File: src/design/msr_pkg.sv
// Shared types and constants for merge_sort_records.
// No dependencies; used by every module of the block but msr_ram.
`default_nettype none
package msr_pkg;

	localparam int MAX_ITEMS_DEF = 1024;
	localparam int KEY_WIDTH_DEF = 32;
	localparam int KEY_W         = 32;
	localparam int REF_W         = 16;

	typedef struct packed {
		logic load;
		logic init;
		logic setup;
		logic merge;
		logic emit;
		logic capt;
		logic pop;
	} msr_cmd_t;

	typedef struct packed {
		logic need_sort;
		logic pair_last;
		logic pass_last;
		logic sort_last;
		logic fin;
	} msr_sts_t;

endpackage
`default_nettype wire

File: src/design/msr_ctrl.sv
// Controller of merge_sort_records: load, sort-pass and drain sequencing.
// Uses msr_pkg command/status types; drives msr_dp.
`default_nettype none
module msr_ctrl (
	input  wire logic              clk,
	input  wire logic              arst_n,
	input  wire logic              in_valid,
	input  wire logic              last,
	output logic                   in_ready,
	output logic                   out_valid,
	input  wire logic              out_ready,
	output msr_pkg::msr_cmd_t      cmd,
	input  wire msr_pkg::msr_sts_t sts
);

	localparam logic [2:0] S_LOAD  = 3'd0;
	localparam logic [2:0] S_INIT  = 3'd1;
	localparam logic [2:0] S_SETUP = 3'd2;
	localparam logic [2:0] S_MERGE = 3'd3;
	localparam logic [2:0] S_EMIT  = 3'd4;
	localparam logic [2:0] S_CAPT  = 3'd5;
	localparam logic [2:0] S_WAIT  = 3'd6;
	localparam logic [2:0] S_DRAIN = 3'd7;

	logic [2:0] state_q, state_d;

	assign in_ready  = (state_q == S_LOAD) || (state_q == S_DRAIN);
	assign out_valid = (state_q == S_WAIT);

	always_comb begin
		cmd       = '0;
		cmd.load  = (state_q == S_LOAD) && in_valid;
		cmd.init  = (state_q == S_INIT);
		cmd.setup = (state_q == S_SETUP);
		cmd.merge = (state_q == S_MERGE);
		cmd.emit  = (state_q == S_EMIT);
		cmd.capt  = (state_q == S_CAPT);
		cmd.pop   = (state_q == S_WAIT) && out_ready;
	end

	always_comb begin
		state_d = state_q;
		case (state_q)
			S_LOAD: begin
				if (in_valid && last) begin
					state_d = S_INIT;
				end
			end
			S_INIT: begin
				state_d = sts.need_sort ? S_SETUP : S_EMIT;
			end
			S_SETUP: begin
				state_d = S_MERGE;
			end
			S_MERGE: begin
				if (sts.pair_last) begin
					state_d = (sts.pass_last && sts.sort_last) ? S_EMIT : S_SETUP;
				end
			end
			S_EMIT: begin
				state_d = S_CAPT;
			end
			S_CAPT: begin
				state_d = S_WAIT;
			end
			S_WAIT: begin
				if (out_ready) begin
					state_d = sts.fin ? S_LOAD : S_DRAIN;
				end
			end
			S_DRAIN: begin
				if (in_valid) begin
					state_d = S_EMIT;
				end
			end
			default: begin
				state_d = S_LOAD;
			end
		endcase
	end

	always_ff @(posedge clk or negedge arst_n) begin
		if (!arst_n) begin
			state_q <= S_LOAD;
		end else begin
			state_q <= state_d;
		end
	end

	a_one_cmd: assert property (@(posedge clk) disable iff (!arst_n)
		$onehot0({cmd.load, cmd.init, cmd.setup, cmd.merge, cmd.emit, cmd.capt, cmd.pop}))
		else $error("more than one datapath command");
	a_setup_merge: assert property (@(posedge clk) disable iff (!arst_n)
		cmd.setup |=> cmd.merge)
		else $error("setup not followed by merge");
	a_emit_out: assert property (@(posedge clk) disable iff (!arst_n)
		cmd.emit |=> ##1 out_valid)
		else $error("emit did not present a result");

endmodule
`default_nettype wire

File: config.mk
export PLATFORM = sky130hd
export DESIGN_NAME = msr_ctrl
export DESIGN_NICKNAME = d
export VERILOG_FILES = /design/src/design/msr_pkg.sv /design/src/design/msr_ctrl.sv
export SDC_FILE = /design/constraint.sdc
export NUM_CORES = 1
export LEC_CHECK = 0
export BUFFER_PORTS_ARGS = -buffer_cell sky130_fd_sc_hd__clkbuf_2
export CORE_AREA = 3 3 40 42
export DETAILED_ROUTE_END_ITERATION = 10
export DIE_AREA = 0 0 43 45
export PLACE_DENSITY = 0.53
export SYNTH_ARGS = -nofsm -noshare
export SYNTH_HDL_FRONTEND = slang
export SYNTH_SLANG_ARGS = --single-unit
File: constraint.sdc
create_clock -name clk -period 1.3 [get_ports clk]
set_clock_uncertainty 0.2 [all_clocks]
set_input_delay 0.065 -clock clk [delete_from_list [all_inputs] [get_ports clk]]
set_output_delay 0.065 -clock clk [all_outputs]
set_load 0.02 [all_outputs]
==> impl_metrics.toml <==
[run_status]
outcome = "complete, but fails checks"
failed_checks = "setup timing"

[power]
switching_share_pct = 41.5
ir_worst_vdd_v = 0.000792
clock_power_share_pct = 9.4
finalPower_mw = 1.72
intPower_mw = 1.01
comb_power_share_pct = 76.4
cellPowerDensity_nw_per_um2 = 2490
power_frac_seq_pct = 14.1
p_sw_mw = 0.713
leakage_nw = 0.308

[logic_synthesis]
synthFlopType = "dfrtp_1"
synth_edf_count = 0
syn_nets = 49
syn_inst = 39
async_reset_ff_share_pct = 100
netlist_top_cells_area = "dfrtp_1 (24%), nor3b_1 (9.6%), buf_2 (6.4%)"
synth_cell_types = 25
yosysSeqAreaShare_pct = 24.1
ys_warn_count = 0
yosys.area.top_type = "dfrtp_1"
post_synth.cell_area_avg_sq_um = 7.99
ys_ff_latch = 3
synth_top_area_share_pct = 24.1
synth_area_sq_um = 312
synth_top_cells_by_count = "buf_2 (4), nor3b_1 (4), dfrtp_1 (3)"

[cells_and_area]
top_regs = "state_q x3"
final_util_pct = 53.7
largest_reg_flops = 3
antennaDiodeCount = 0
drive_gt1_share_pct = 68.5
area_delta_synth_final_pct = 122
design_area_sq_um = 691
fillerInstances = 116
largest_register = "state_q"
final_nets = 84

[worst_setup_path]
crit_chain = "buf_4 > nor4b_2 > buf_4"
crit_fanout = 7
reg2regPathDepth = 4
endpoint_kind = "output pin"
required_ns = 1.03
cpMostUsedCell = "buf_4"
path_class = "flip-flop to output pin"
slowest_delay_ns = 0.45
crit_arrival_ns = 1.23
cp-start-kind = "flip-flop"
slowest_stage = "dfrtp_2"

[sta]
rsz0062_at_grt = "true"
fin_crit_sh_pct = 115
max_freq_mhz = 667
tightest_slew_ns = 0.203
slew_viol_final = 0
setup_slack_ns = -0.199
setup_viol = 12
hold_viol_final = 0
max_slew_margin_pct = 86.3
min_period_ns = 1.50

[clocking]
cts_root_buffer = "clkbuf_4"
clock_latency_ns = 0.23
clock_path_buffers = 2
cts_buffers = 3
clkSlewWorstSetupHoldPaths_ns = 0.03
cts.sinks = 3
htree_levels = 1
cts_tree = "done"

[global_route]
grt_pass1_vias = 390
grt_util_all_layers_pct = 11.0
grt_pass1_wl_um = 1530
grt_antenna_before_repair = 0
overflow = 0
grt_max_degree = 11

[place]
placed_area_sq_um = 487
gp_congestion = 0.782
dpl.hpwl_um = 667
portBuffers = 18
pre_cts_ws_ns = -0.128

[floorplan]
start_util_pct = 24.2
core-area_sq_um = 1280
io_pins = 19
core.rowCount = 13
die_w_um = 43
die_h_um = 45
die_area_sq_um = 1940

[route]
vias = 429
antenna_left = 0
drt_iter0_drc = 3
drc = 0
drt-vias-per-instance = 4.88
drtPass1Iterations = 4
wl_per_cell_um = 11.1
wirelength_um = 978

[min_path]
whs_path_depth = 3
hold_path.class = "primary input to flip-flop"

[flow_run]
maxCapViolations = 0
-- final timing paths --
check / startpoint / endpoint / slack, ns
setup / recovery: state_q[2] / cmd[6] / -0.20
hold / removal: sts[4] / state_q[2] / 0.02
setup reg to reg: state_q[1] / state_q[0] / -0.15
hold reg to reg: state_q[2] / state_q[0] / 0.58
max in group asynchronous: arst_n / state_q[1] / 0.22
min in group asynchronous: arst_n / state_q[0] / 0.52
-- metrics by stage --
| stage | hold WS [ns] | std cells | TNS (ns) |
|---|---|---|---|
| finish | 0.0182 | 88 | -1.46 |
| global placement | -0.335 | 76 | -0.504 |
| floorplan | -0.431 | 39 | -0.619 |
| global route | 0.0176 | 88 | -2.11 |
| detailed placement | -0.337 | 76 | -0.508 |
| CTS | 0.0135 | 87 | -1.73 |
-- final cells by class --
cell class                      count  area [sq um]  share of cell area, %
Clock buffer                        4          26.3                   3.80
Timing Repair Buffer               35           287                   41.5
Sequential cell                     3          78.8                   11.4
Tap cell                           15          18.8                   2.72
Inverter                            1          3.75                  0.543
Multi-Input combinational cell     30           277                   40.0
-- metal layers --
layer,vias up,part of all wire (%),wire (um),track usage [%]
li1,212,-,-,-
met1,207,40,390,11.3
met2,8,55,541,19.2
met3,2,3.0,29,1.20
met4,0,1.7,17,10.8
met5,-,0,0,0
-- power groups by stage --
stage | sequential, mW | clock (mW) | combinational [mW]
detailed placement | 0.254 | 0 | 0.861
global route | 0.252 | 0.185 | 1.40
floorplan | 0.169 | 0 | 0.672
global placement | 0.256 | 0 | 0.860
finish | 0.243 | 0.162 | 1.31
CTS | 0.235 | 0.171 | 1.15
-- cells by family (layout without fill, tap and decap cells) --
logic type / after synthesis / count (layout) / synth area share [%]
flops: 3 / 3 / 24.1
mux: 1 / 1 / 3.21
buf+inv: 6 / 40 / 11.2
compound gates: 8 / 8 / 18.1
simple gates: 21 / 21 / 43.4
-- critical path: cells and delay by family (launching register included) --
kind	cells	cell delay, ns
buffers and inverters	2	0.33
DFF	1	0.45
and+or+nand+nor	1	0.23
-- repair_timing --
| item | CTS | global route |
|---|---|---|
| pin swaps | 2 | 5 |
| buffers inserted | 4 | 1 |
| cloned | 0 | 0 |
| hold buffers | 3 | 0 |
| setup endpoints to repair | 12 | 12 |
| hold endpoints to repair | 5 | 0 |
| gates resized for setup | 22 | 17 |
-- placed cells by master (no fill, tap or decap), drive strengths merged, types with 2 or more instances in the layout --
master / n
buf: 21
clkbuf: 15
dfrtp: 3
dlygate4sd3: 3
nand2: 2
nand4b: 2
nor2: 2
nor2b: 2
nor3b: 4
o21a: 2
or3: 2
Power figures use the tool's default switching activity.
